File: src/rtl/number_literal_recognizer_assert.svh
// assertion macros for the number literal recognizer
`ifndef NUMBER_LITERAL_RECOGNIZER_ASSERT_SVH
`define NUMBER_LITERAL_RECOGNIZER_ASSERT_SVH

`ifndef NO_ASSERTIONS
`define NLR_ASSERT_IMP(label, ante, cons) \
  label: assert property (@(posedge clk) disable iff (rst) (ante) |-> (cons)) \
    else $error("nlr: same-cycle check failed");
`define NLR_ASSERT_NEXT(label, ante, cons) \
  label: assert property (@(posedge clk) disable iff (rst) (ante) |=> (cons)) \
    else $error("nlr: next-cycle check failed");
`else
`define NLR_ASSERT_IMP(label, ante, cons)
`define NLR_ASSERT_NEXT(label, ante, cons)
`endif

`endif

File: src/rtl/nlr_pkg.sv
`default_nettype none

package nlr_pkg;

  localparam int SPELL_COUNT = 10;
  localparam int SPELL_MAX   = 10;

  localparam logic [3:0] POS_SAT = 4'd11;

  localparam logic [SPELL_COUNT-1:0] ALIVE_ALL = '1;
  localparam logic [SPELL_COUNT-1:0] INF_SET   = 10'h00F;
  localparam logic [SPELL_COUNT-1:0] NAN_SET   = 10'h3F0;

  localparam logic [7:0] CH_MINUS = 8'h2D;
  localparam logic [7:0] CH_PLUS  = 8'h2B;
  localparam logic [7:0] CH_POINT = 8'h2E;
  localparam logic [7:0] CH_ZERO  = 8'h30;
  localparam logic [7:0] CH_NINE  = 8'h39;
  localparam logic [7:0] CH_LO_I  = 8'h69;
  localparam logic [7:0] CH_LO_N  = 8'h6E;
  localparam logic [7:0] CH_LO_E  = 8'h65;
  localparam logic [7:0] CH_LO_F  = 8'h66;
  localparam logic [7:0] CH_LO_L  = 8'h6C;
  localparam logic [7:0] CH_LO_U  = 8'h75;
  localparam logic [7:0] CH_UP_L  = 8'h4C;
  localparam logic [7:0] CH_UP_U  = 8'h55;
  localparam logic [7:0] CH_LO_P  = 8'h70;
  localparam logic [7:0] CH_STOP  = 8'hFF;

  // inff, -inff, inf, -inf, nanf, -nanf, -nan(ind)f, nan, -nan, -nan(ind)
  localparam logic [7:0] SPELL_TEXT [SPELL_COUNT][SPELL_MAX] = '{
    '{8'h69, 8'h6E, 8'h66, 8'h66, 8'h00, 8'h00, 8'h00, 8'h00, 8'h00, 8'h00},
    '{8'h2D, 8'h69, 8'h6E, 8'h66, 8'h66, 8'h00, 8'h00, 8'h00, 8'h00, 8'h00},
    '{8'h69, 8'h6E, 8'h66, 8'h00, 8'h00, 8'h00, 8'h00, 8'h00, 8'h00, 8'h00},
    '{8'h2D, 8'h69, 8'h6E, 8'h66, 8'h00, 8'h00, 8'h00, 8'h00, 8'h00, 8'h00},
    '{8'h6E, 8'h61, 8'h6E, 8'h66, 8'h00, 8'h00, 8'h00, 8'h00, 8'h00, 8'h00},
    '{8'h2D, 8'h6E, 8'h61, 8'h6E, 8'h66, 8'h00, 8'h00, 8'h00, 8'h00, 8'h00},
    '{8'h2D, 8'h6E, 8'h61, 8'h6E, 8'h28, 8'h69, 8'h6E, 8'h64, 8'h29, 8'h66},
    '{8'h6E, 8'h61, 8'h6E, 8'h00, 8'h00, 8'h00, 8'h00, 8'h00, 8'h00, 8'h00},
    '{8'h2D, 8'h6E, 8'h61, 8'h6E, 8'h00, 8'h00, 8'h00, 8'h00, 8'h00, 8'h00},
    '{8'h2D, 8'h6E, 8'h61, 8'h6E, 8'h28, 8'h69, 8'h6E, 8'h64, 8'h29, 8'h00}
  };

  localparam logic [3:0] SPELL_LEN [SPELL_COUNT] = '{
    4'd4, 4'd5, 4'd3, 4'd4, 4'd4, 4'd5, 4'd10, 4'd3, 4'd4, 4'd9
  };

  typedef enum logic [9:0] {
    PH_BEGIN   = 10'b00_0000_0001,
    PH_INT     = 10'b00_0000_0010,
    PH_FRAC    = 10'b00_0000_0100,
    PH_EXPSIGN = 10'b00_0000_1000,
    PH_EXP     = 10'b00_0001_0000,
    PH_SUFFIX  = 10'b00_0010_0000,
    PH_INFWAIT = 10'b00_0100_0000,
    PH_NANWAIT = 10'b00_1000_0000,
    PH_YES     = 10'b01_0000_0000,
    PH_NO      = 10'b10_0000_0000
  } phase_t;

  typedef struct packed {
    logic [7:0] ch;
    logic       end_mark;
  } nlr_in_t;

  typedef struct packed {
    logic is_numeric;
  } nlr_out_t;

  typedef struct packed {
    logic       fire;
    logic       end_mark;
    logic [7:0] ch;
  } nlr_step_t;

endpackage

`default_nettype wire

File: src/rtl/nlr_chan_if.sv
`default_nettype none

interface nlr_chan_if #(
  parameter type T = logic
);
  logic valid;
  logic ready;
  T     data;

  modport source (output valid, output data, input ready);
  modport sink (input valid, input data, output ready);
endinterface

`default_nettype wire

File: src/rtl/nlr_scan.sv
`default_nettype none

module nlr_scan
  import nlr_pkg::*;
(
  input  wire logic      clk,
  input  wire logic      rst,
  input  wire nlr_step_t step,
  output logic           is_numeric
);

  phase_t                 phase, phase_next;
  logic                   digit_seen, digit_seen_next;
  logic [3:0]             char_position, char_position_next;
  logic [SPELL_COUNT-1:0] literal_alive, literal_alive_next;

  logic [SPELL_COUNT-1:0] spell_keep;
  logic [SPELL_COUNT-1:0] spell_hit;
  logic                   match_inf, match_nan;
  logic                   is_dig, is_int_sfx;

  always_comb begin
    for (int k = 0; k < SPELL_COUNT; k++) begin
      spell_keep[k] = (char_position < SPELL_LEN[k]) ?
                      (SPELL_TEXT[k][char_position] == step.ch) : 1'b0;
      spell_hit[k]  = literal_alive[k] && (SPELL_LEN[k] == char_position);
    end
  end

  assign match_inf  = |(spell_hit & INF_SET);
  assign match_nan  = |(spell_hit & NAN_SET);
  assign is_dig     = (step.ch >= CH_ZERO) && (step.ch <= CH_NINE);
  assign is_int_sfx = (step.ch == CH_LO_L) || (step.ch == CH_LO_U) ||
                      (step.ch == CH_UP_L) || (step.ch == CH_UP_U) ||
                      (step.ch == CH_LO_P);

  always_comb begin
    case (phase)
      PH_INT:     is_numeric = digit_seen;
      PH_FRAC:    is_numeric = 1'b1;
      PH_EXP:     is_numeric = 1'b1;
      PH_SUFFIX:  is_numeric = 1'b1;
      PH_INFWAIT: is_numeric = match_inf;
      PH_NANWAIT: is_numeric = match_nan;
      PH_YES:     is_numeric = 1'b1;
      default:    is_numeric = 1'b0;
    endcase
  end

  always_comb begin
    phase_next         = phase;
    digit_seen_next    = digit_seen;
    char_position_next = char_position;
    literal_alive_next = literal_alive;
    if (step.fire) begin
      if (step.end_mark) begin
        phase_next         = PH_BEGIN;
        digit_seen_next    = 1'b0;
        char_position_next = '0;
        literal_alive_next = ALIVE_ALL;
      end else if (phase != PH_YES && phase != PH_NO) begin
        literal_alive_next = literal_alive & spell_keep;
        if (char_position < POS_SAT) begin
          char_position_next = char_position + 4'd1;
        end
        case (phase)
          PH_BEGIN: begin
            if (is_dig) begin
              digit_seen_next = 1'b1;
              phase_next      = PH_INT;
            end else if (step.ch == CH_MINUS) begin
              phase_next = PH_INT;
            end else if (step.ch == CH_LO_I) begin
              phase_next = PH_INFWAIT;
            end else if (step.ch == CH_LO_N) begin
              phase_next = PH_NANWAIT;
            end else begin
              phase_next = PH_NO;
            end
          end
          PH_INT: begin
            if (is_dig) begin
              digit_seen_next = 1'b1;
            end else if (step.ch == CH_LO_I) begin
              phase_next = PH_INFWAIT;
            end else if (step.ch == CH_LO_N) begin
              phase_next = PH_NANWAIT;
            end else if (step.ch == CH_POINT) begin
              phase_next = PH_FRAC;
            end else if (is_int_sfx || step.ch == CH_LO_F) begin
              phase_next = PH_SUFFIX;
            end else if (step.ch == CH_STOP) begin
              phase_next = digit_seen ? PH_YES : PH_NO;
            end else begin
              phase_next = PH_NO;
            end
          end
          PH_FRAC: begin
            if (is_dig) begin
              phase_next = PH_FRAC;
            end else if (step.ch == CH_LO_E) begin
              phase_next = PH_EXPSIGN;
            end else if (step.ch == CH_LO_F) begin
              phase_next = PH_SUFFIX;
            end else if (step.ch == CH_STOP) begin
              phase_next = PH_YES;
            end else begin
              phase_next = PH_NO;
            end
          end
          PH_EXPSIGN: begin
            phase_next = (step.ch == CH_PLUS || step.ch == CH_MINUS) ? PH_EXP : PH_NO;
          end
          PH_EXP: begin
            if (is_dig) begin
              phase_next = PH_EXP;
            end else if (is_int_sfx || step.ch == CH_LO_F) begin
              phase_next = PH_SUFFIX;
            end else if (step.ch == CH_STOP) begin
              phase_next = PH_YES;
            end else begin
              phase_next = PH_NO;
            end
          end
          PH_INFWAIT: phase_next = PH_INFWAIT;
          PH_NANWAIT: phase_next = PH_NANWAIT;
          default:    phase_next = PH_NO;
        endcase
      end
    end
  end

  always_ff @(posedge clk) begin
    if (rst) begin
      phase         <= PH_BEGIN;
      digit_seen    <= 1'b0;
      char_position <= '0;
      literal_alive <= ALIVE_ALL;
    end else begin
      phase         <= phase_next;
      digit_seen    <= digit_seen_next;
      char_position <= char_position_next;
      literal_alive <= literal_alive_next;
    end
  end

endmodule

`default_nettype wire

File: src/rtl/number_literal_recognizer.sv
// channel   role    word fields               meaning
// token     sink    ch[7:0], end_mark         one byte of a token, or its end
// verdict   source  is_numeric                one flag for each end word
//
// one word is accepted every cycle except while an end word waits in the input register
// the scan state advances one byte per cycle between the input and result registers
// an end word waits in the input register only while the result register is still full
// synchronous reset empties both registers and returns the scan to its begin state
`default_nettype none

module number_literal_recognizer
  import nlr_pkg::*;
(
  input  wire logic   clk,
  input  wire logic   rst,
  nlr_chan_if.sink    token,
  nlr_chan_if.source  verdict
);

  `include "number_literal_recognizer_assert.svh"

  logic      s1_valid;
  nlr_in_t   s1_word;
  logic      out_valid;
  nlr_out_t  out_word;

  logic      out_free;
  logic      s1_fire;
  logic      token_fire;
  nlr_step_t step;
  logic      scan_result;

  assign out_free    = !out_valid || verdict.ready;
  assign s1_fire     = s1_valid && (!s1_word.end_mark || out_free);
  assign token.ready = !s1_valid || s1_fire;
  assign token_fire  = token.valid && token.ready;

  assign step.fire     = s1_fire;
  assign step.end_mark = s1_word.end_mark;
  assign step.ch       = s1_word.ch;

  nlr_scan u_scan (
    .clk        (clk),
    .rst        (rst),
    .step       (step),
    .is_numeric (scan_result)
  );

  always_ff @(posedge clk) begin
    if (rst) begin
      s1_valid <= 1'b0;
    end else if (token_fire) begin
      s1_valid <= 1'b1;
    end else if (s1_fire) begin
      s1_valid <= 1'b0;
    end
  end

  always_ff @(posedge clk) begin
    if (token_fire) begin
      s1_word <= token.data;
    end
  end

  always_ff @(posedge clk) begin
    if (rst) begin
      out_valid <= 1'b0;
    end else if (s1_fire && s1_word.end_mark) begin
      out_valid <= 1'b1;
    end else if (verdict.ready) begin
      out_valid <= 1'b0;
    end
  end

  always_ff @(posedge clk) begin
    if (s1_fire && s1_word.end_mark) begin
      out_word.is_numeric <= scan_result;
    end
  end

  assign verdict.valid = out_valid;
  assign verdict.data  = out_word;

  `NLR_ASSERT_NEXT(a_end_loads_result, s1_fire && s1_word.end_mark, verdict.valid)
  `NLR_ASSERT_IMP(a_byte_never_waits, s1_valid && !s1_word.end_mark, s1_fire)
  `NLR_ASSERT_IMP(a_stall_cause, !token.ready, s1_valid && s1_word.end_mark && !out_free)

endmodule

`default_nettype wire

File: src/flat_wrapper.sv
// flat-port wrapper written by rule: the top's interface ports become plain ports
module number_literal_recognizer_flat import nlr_pkg::*;
  (clk, rst, token_valid, token_data, token_ready, verdict_valid, verdict_data, verdict_ready);
  nlr_chan_if #(.T(nlr_in_t)) token_i ();
  nlr_chan_if #(.T(nlr_out_t)) verdict_i ();
  input  wire logic clk;
  input  wire logic rst;
  input wire logic [$bits(token_i.valid)-1:0] token_valid;
  input wire logic [$bits(token_i.data)-1:0] token_data;
  output wire logic [$bits(token_i.ready)-1:0] token_ready;
  output wire logic [$bits(verdict_i.valid)-1:0] verdict_valid;
  output wire logic [$bits(verdict_i.data)-1:0] verdict_data;
  input wire logic [$bits(verdict_i.ready)-1:0] verdict_ready;
  assign token_i.valid = token_valid;
  assign token_i.data = token_data;
  assign token_ready = token_i.ready;
  assign verdict_valid = verdict_i.valid;
  assign verdict_data = verdict_i.data;
  assign verdict_i.ready = verdict_ready;
  number_literal_recognizer u_core (.clk(clk), .rst(rst), .token(token_i), .verdict(verdict_i));
endmodule
File: config.mk
export PLATFORM = sky130hd
export DESIGN_NAME = number_literal_recognizer_flat
export DESIGN_NICKNAME = d
export VERILOG_FILES = /design/src/rtl/nlr_pkg.sv /design/src/rtl/nlr_chan_if.sv /design/src/rtl/nlr_scan.sv /design/src/rtl/number_literal_recognizer.sv /design/src/flat_wrapper.sv
export VERILOG_INCLUDE_DIRS = /design/src /design/src/rtl
export SDC_FILE = /design/constraint.sdc
export NUM_CORES = 1
export LEC_CHECK = 0
export BUFFER_PORTS_ARGS = -buffer_cell sky130_fd_sc_hd__clkbuf_2
export CAP_MARGIN = 20
export CORE_AREA = 3 3 84 86
export DETAILED_ROUTE_END_ITERATION = 16
export DIE_AREA = 0 0 87 89
export GPL_ROUTABILITY_DRIVEN = 0
export HOLD_SLACK_MARGIN = 0.1
export PLACE_DENSITY_LB_ADDON = 0.25
export SLEW_MARGIN = 10
export SYNTH_ARGS = -nofsm -noshare
export SYNTH_HDL_FRONTEND = slang
export SYNTH_SLANG_ARGS = --single-unit
export TNS_END_PERCENT = 10
File: constraint.sdc
create_clock -name clk -period 2.6 [get_ports clk]
set_input_delay 0 -clock clk [delete_from_list [all_inputs] [get_ports clk]]
set_output_delay 0 -clock clk [all_outputs]
set_load 0.05 [all_outputs]
==> results of run 1 <==
-- metal layers --
layer | vias up | GRT usage | wire length [um]
li1 | 1451 | - | -
met1 | 1395 | 0.299 | 3830
met2 | 106 | 0.357 | 3680
met5 | - | 0 | 0
met3 | 18 | 0.0452 | 526
met4 | 0 | 0.0892 | 206
-- cell usage in the layout (no fill, tap or decap), drive strengths merged, types with 3 or more instances in the layout --
cell	synthesis	layout
a21oi	30	30
clkbuf	16	21
o21ai	32	32
mux2i	4	4
o31ai	6	6
nor3	8	8
a31oi	7	7
xnor2	8	8
dlygate4sd3	0	13
o2111ai	4	4
nor2	36	36
o21bai	3	3
nand2b	8	8
edfxtp	10	10
nand4	7	7
a22oi	4	4
ha	7	7
or3b	5	5
nor2b	6	6
or2	4	4
inv	13	13
nor4	11	11
dfxtp	27	27
nand2	45	45
nor3b	5	5
o211ai	3	3
nand3	10	10
buf	12	18
xor2	8	8
nor4b	3	3
-- registers in the layout (all words and copies together), names as in the netlist --
register	count
u_core.u_scan.literal_alive	10
u_core.u_scan.phase	10
u_core.s1_word	9
u_core.u_scan.char_position	4
u_core.s1_valid	1
u_core.u_scan.digit_seen	1
u_core.verdict.data	1
u_core.verdict.valid	1
-- worst min path at each step --
| stage | from | end | slack, ps | depth (start not counted) |
|---|---|---|---|---|
| after floorplan | token_data[0] | u_core.s1_word[0] | 100 | 0 |
| final | token_data[5] | u_core.s1_word[5] | 420 | 2 |
| after detailed placement | token_data[1] | u_core.s1_word[1] | 180 | 1 |
| after CTS | token_data[3] | u_core.s1_word[3] | 420 | 2 |
| after global placement | token_data[1] | u_core.s1_word[1] | 180 | 1 |
| after global routing | token_data[3] | u_core.s1_word[3] | 420 | 2 |
-- where the power goes --
part | switching (mW) | leakage, nW | internal (mW)
clock network | 0.215 | 0.0486 | 0.210
registers | 0.0295 | 0.317 | 0.616
logic | 0.141 | 0.868 | 0.109
total | 0.386 | 1.23 | 0.936
-- final cells by class --
class | count | area share
Timing Repair Buffer | 46 | 0.101
Sequential cell | 37 | 0.249
Clock inverter | 2 | 0.00259
Multi-Input combinational cell | 304 | 0.580
Tap cell | 77 | 0.0285
Inverter | 13 | 0.0145
Clock buffer | 6 | 0.0245
-- stage by stage --
step	area, sq um	utilization	instances
3_5_place_dp	3150	0.497	464
2_1_floorplan	2980	-	382
6_report	3380	0.532	485
5_1_grt	3380	0.532	485
3_3_place_gp	3150	0.497	464
4_1_cts	3380	0.532	485
-- timing repair --
action / 4_1_cts / 5_1_grt
hold buffers: 13 / 0
gates resized for setup: 0 / 0
hold endpoints to repair: 15 / 0
endpoints found under the setup margin: 0 / 0
-- cells by family (layout without fill, tap and decap cells) --
| family | count (synthesis) | after routing | synth area share |
|---|---|---|---|
| simple gates | 163 | 163 | 0.297 |
| compound gates | 114 | 114 | 0.271 |
| buf+inv | 41 | 67 | 0.0601 |
| flops | 37 | 37 | 0.282 |
| xor+xnor | 16 | 16 | 0.0471 |
| fa+ha+maj | 7 | 7 | 0.0294 |
| mux | 4 | 4 | 0.0134 |
==> metrics.log, run 1 <==
INFO  metric status = finished clean
INFO  metric post_synthesis_cell_type_count = 74
INFO  metric syn_area = around 3000 sq um
INFO  metric n_fill_cell = between 600 and 700
INFO  metric max-vdd-ir-drop = about 0.00025 V
INFO  metric die_y = just under 90 um
INFO  metric cp-end-kind = flip-flop
INFO  metric crit_family = adder cells
INFO  metric synthMostInstantiatedCell = sky130_fd_sc_hd__nand2_1
INFO  metric max_slew_margin = 0.608
INFO  metric netlist.area_leader.share = 0.182
INFO  metric place.port_buffers = 15
INFO  metric critical_path_depth = 9
INFO  metric number_of_warnings_reported_in_the_yosys_synthesis_log = 0
INFO  metric globalRouteTotalUtil = 0.225
INFO  metric antenna-diode-count = 0
INFO  metric multiInputGateArea = between 1500 and 2000 sq um
INFO  metric synth_enable_flop_cells = 10
INFO  metric floorplan.initialDensity = 0.469
INFO  metric tritoncts.num_buffers = 5
INFO  metric area_added_between_synthesis_and_finish = 13.4%
INFO  metric share_of_cells_above_drive_strength_1 = 0.154
INFO  metric timing.critical_path.required = ~2800 ps
INFO  metric max_cap_violations = 0
INFO  metric skew = 5.35 ps
INFO  metric synth_top_cells_by_count = 44 x sky130_fd_sc_hd__nand2_1, 36 x sky130_fd_sc_hd__nor2_1, 28 x sky130_fd_sc_hd__a21oi_1
INFO  metric crit_arrival = roughly 2500 ps
INFO  metric synth.area.top_cells = sky130_fd_sc_hd__dfxtp_1 18%, sky130_fd_sc_hd__edfxtp_1 10%, sky130_fd_sc_hd__nand2_1 5.5%
INFO  metric vias_per_cell = between 6 and 7
INFO  metric place_hpwl = roughly 6000 um
INFO  metric report.final.hold_viol_count = 0
INFO  metric io_pins = 16
INFO  metric ctsHtreeMaxLevel = 2
INFO  metric initialDrtViolationCount = about 210
INFO  metric grt_max_degree = 29
INFO  metric synth_largest_area_cell = sky130_fd_sc_hd__dfxtp_1
INFO  metric critPathLaunch = u_core.u_scan.char_position[1]
INFO  metric ys.flop_type = sky130_fd_sc_hd__dfxtp_1
INFO  metric timing.critical_path.fanout_max = 9
INFO  metric vias_in_the_first_global_route = roughly 2,700
INFO  metric post_cts.repair.setup_buffers = 0
INFO  metric initial_antenna_violation_count = 0
INFO  metric r2r_setup_slack = between 300 and 400 ps
INFO  metric wirelength = ~8200 um
INFO  metric wl_per_cell = between 15 and 20 um
INFO  metric final.min_clock_period = around 2300 ps
INFO  metric global_route_wire_length_before_repair = around 14,000 um
INFO  metric timing.reg2reg.worst_path_depth = 9
INFO  metric max-clock-path-buffers = 2
INFO  metric p_total = 1.32 mW
INFO  metric synth_sequential_area_ratio = 0.282
INFO  metric placement.setup.worst_slack = about 380 ps
INFO  metric postSynthAreaPerCell = around 7.8 sq um
INFO  metric fin_crit_sh = 0.872
INFO  metric num_vias = slightly below 3,000
INFO  metric setup_total_negative_slack = 0 ps
INFO  metric path_buf_inv = 1
INFO  metric syn-num-nets = around 400
INFO  metric final-seq-area = 841 sq um
INFO  metric grt_overflow = 0
INFO  metric placeableCoreArea = ~6300 sq um
INFO  metric clk-insertion-delay-late = 290 ps
INFO  metric r2r-end = u_core.u_scan.literal_alive[3]
INFO  metric setup_slack = 334 ps
INFO  metric netlist_instances = 382
INFO  metric fp.dieArea = between 7000 and 8000 sq um
INFO  metric fp-row-count = 29
INFO  metric drc = 0
INFO  metric synth_seq_cells = 37
INFO  metric clock_tree_from_tritoncts = yes
INFO  metric crit_path_cell_trace = ha_1, inv_1, ha_1, xor2_1, o22ai_1, a22oi_1, nor4_1, o21ai_1, nand2_1
INFO  metric critPathMaxStageDelay = ~500 ps
INFO  metric worstMarginPinSlew = 586 ps
INFO  metric hold-worst-slack = 421 ps
INFO  metric cp-start-kind = flip-flop
INFO  metric cellLeakagePower = ~1.2 nW
INFO  metric min_path_type = in2reg
INFO  metric nNetsFinal = 427
INFO  metric worst_setup_path_endpoint = u_core.u_scan.literal_alive[3]
INFO  metric drv_slew = 0
INFO  metric asyncSetResetFlopFracSynth = 0
INFO  metric drt_pre_antenna_iters = 6
INFO  metric cp_slowest_cell = sky130_fd_sc_hd__dfxtp_1
INFO  metric route.antenna.remaining_nets = 0
INFO  metric worst_setup_hold_path_clk_slew = 80 ps
INFO  metric r2r_start = u_core.u_scan.char_position[1]
INFO  metric timing.critical_path.mode_cell = sky130_fd_sc_hd__ha_1
INFO  metric cts-root-buf = sky130_fd_sc_hd__clkbuf_8
INFO  metric power_density = between 300 and 400 nW/um^2
INFO  metric grt_setup_unrepaired = no
INFO  metric fp.dieW = ~87 um
INFO  metric setup_viol_count_final = 0
INFO  metric critPathKind = reg2reg
INFO  metric max_freq = around 440 MHz
INFO  metric clk_sinks = 37
No activity file was read; power rests on OpenSTA's default activity.
==> run 2: changes to the inputs <==
--- a/config.mk
+++ b/config.mk
@@ -12,6 +12,7 @@
 export DETAILED_ROUTE_END_ITERATION = 16
 export DIE_AREA = 0 0 87 89
 export GPL_ROUTABILITY_DRIVEN = 0
+export GPL_TIMING_DRIVEN = 0
 export HOLD_SLACK_MARGIN = 0.1
 export PLACE_DENSITY_LB_ADDON = 0.25
 export SLEW_MARGIN = 10
==> run 2 against run 1 <==
  * Clock skew is 11 ps higher
  * Worst setup slack worse by 200 ps
  * Clock power is 22% higher
  * Non-clock buffer count is 9 higher
  * Highest routed layer unchanged
  * Critical path depth is 2 higher
  * Wire length is 5.3% higher
  * Die area stayed put
  * Count of clock-buffer cells in the layout is 1 lower
  * Combinational power is 5% higher
  * Critical endpoint is now u_core.u_scan.literal_alive[1]
  * Fmax is 8.0% lower
==> metrics.log, run 2 (synthesis results as in run 1) <==
INFO  metric final.min_clock_period = between 2000 and 2500 ps
INFO  metric share_of_cells_above_drive_strength_1 = 0.149
INFO  metric initialDrtViolationCount = between 200 and 250
INFO  metric io_pins = 16
INFO  metric layout_commonest_cell = sky130_fd_sc_hd__nand2_1
INFO  metric fp-row-count = 29
INFO  metric drv_slew = 0
INFO  metric power_density = slightly above 400 nW/um^2
INFO  metric grt_setup_unrepaired = no
INFO  metric clock_tree_from_tritoncts = yes
INFO  metric skew = roughly 16 ps
INFO  metric drc = 0
INFO  metric setup_total_negative_slack = 0 ps
INFO  metric cp-end-kind = flip-flop
INFO  metric report.final.hold_viol_count = 0
INFO  metric status = finished clean
INFO  metric grt_max_degree = 14
INFO  metric post-route-util = 0.537
INFO  metric grt_overflow = 0
INFO  metric initial_antenna_violation_count = 0
INFO  metric fp.dieArea = 7740 sq um
INFO  metric route.antenna.remaining_nets = 0
INFO  metric vias_per_cell = a little over 6
INFO  metric critPathKind = reg2reg
INFO  metric setup_viol_count_final = 0
INFO  metric cellLeakagePower = between 1 and 1.5 nW
INFO  metric placeableCoreArea = roughly 6300 sq um
INFO  metric crit_arrival = around 2700 ps
INFO  metric nNetsFinal = roughly 440
INFO  metric timing.critical_path.fanout_max = 10
INFO  metric worstMarginPinSlew = roughly 810 ps
INFO  metric fp.dieW = 87 um
INFO  metric clk-insertion-delay-late = about 300 ps
INFO  metric antenna-diode-count = 0
INFO  metric cts-root-buf = sky130_fd_sc_hd__clkbuf_8
INFO  metric globalRouteTotalUtil = 0.236
INFO  metric num_vias = between 3,000 and 4,000
INFO  metric floorplan.initialDensity = 0.469
INFO  metric post_cts.repair.setup_buffers = 0
INFO  metric hold-worst-slack = 124 ps
INFO  metric setup_slack = 138 ps
INFO  metric stdcell_count = slightly below 500
INFO  metric p_total = around 1.4 mW
INFO  metric drt_pre_antenna_iters = 5
INFO  metric final_area = 3410 sq um
INFO  metric clk_sinks = 37
INFO  metric wirelength = approximately 8700 um
INFO  metric ctsHtreeMaxLevel = 2
INFO  metric area_added_between_synthesis_and_finish = 14.5%
INFO  metric cp-start-kind = flip-flop
INFO  metric max_slew_margin = 0.456
INFO  metric placement.setup.worst_slack = -243 ps
INFO  metric max-clock-path-buffers = 2
INFO  metric max_freq = around 410 MHz
INFO  metric fin_crit_sh = 0.947
INFO  metric max-vdd-ir-drop = approximately 0.00023 V
INFO  metric vias_in_the_first_global_route = ~2,900
INFO  metric global_route_wire_length_before_repair = approximately 14,000 um
INFO  metric die_y = 89 um
INFO  metric timing.critical_path.required = ~2900 ps
INFO  metric layout_top_registers = u_core.u_scan.literal_alive: 10 flops, u_core.u_scan.phase: 10 flops, u_core.s1_word: 9 flops
INFO  metric post_dp_cell_area = around 3200 sq um
INFO  metric max_cap_violations = 0
INFO  metric tritoncts.num_buffers = 5
INFO  metric wl_per_cell = between 15 and 20 um
INFO  metric worst_setup_hold_path_clk_slew = ~90 ps
INFO  metric place.port_buffers = 14
INFO  metric min_path_type = in2reg
INFO  metric place_hpwl = ~6300 um
INFO  metric numPlacedInstances = approximately 470
INFO  metric commonest_cells_after_routing_fill_and_taps_aside = 44 x sky130_fd_sc_hd__nand2_1, 36 x sky130_fd_sc_hd__nor2_1, 28 x sky130_fd_sc_hd__a21oi_1, 26 x sky130_fd_sc_hd__dfxtp_1, 19 x sky130_fd_sc_hd__o21ai_0
## run 2: worst paths after layout
| check | slack [ps] | to | cells after the start | start |
|---|---|---|---|---|
| hold / removal | 120 | u_core.verdict.valid | 2 | rst |
| hold reg to reg | 470 | u_core.u_scan.literal_alive[0] | 2 | u_core.u_scan.literal_alive[0] |
| setup / recovery | 140 | u_core.u_scan.literal_alive[1] | 11 | u_core.u_scan.char_position[2] |
| setup reg to reg | 140 | u_core.u_scan.literal_alive[1] | 11 | u_core.u_scan.char_position[2] |
## run 2: report_power, final
part           switching (mW)  internal, mW
logic                   0.159         0.103
clock network           0.231         0.287
registers              0.0177         0.616
## run 2: what timing repair did
action,4_1_cts,5_1_grt
setup endpoints to repair,6,10
resized for setup,3,7
hold buffers,12,0
hold endpoints to repair,12,0
gates cloned,0,0
## run 2: critical path: stages, from the launching register on
cell	delay [ps]
sky130_fd_sc_hd__dfxtp_1	310
sky130_fd_sc_hd__clkbuf_2	210
sky130_fd_sc_hd__buf_2	250
sky130_fd_sc_hd__clkbuf_4	250
sky130_fd_sc_hd__inv_1	90
sky130_fd_sc_hd__ha_1	280
sky130_fd_sc_hd__xor2_1	190
sky130_fd_sc_hd__o22ai_1	170
sky130_fd_sc_hd__a22oi_1	140
sky130_fd_sc_hd__nor4_1	360
sky130_fd_sc_hd__o21ai_1	90
sky130_fd_sc_hd__nand2_1	60
## run 2: cell type report
class / count / area [sq um]
timing repair buffer: 27 / 198
clock buffer: 5 / 68.8
sequential: 37 / 842
fill: 618 / 2940
multi-input combinational: 304 / 1970
clock inverter: 3 / 46.3
tap: 77 / 96.3
inverter: 13 / 48.8
buffer: 28 / 139
## run 2: per-layer routing
metal	GRT usage	vias to the layer above	wire length (um)
li1	-	1474	-
met1	0.326	1396	3950
met2	0.378	122	4000
met3	0.0387	12	582
met4	0.0765	0	133
met5	0	-	0
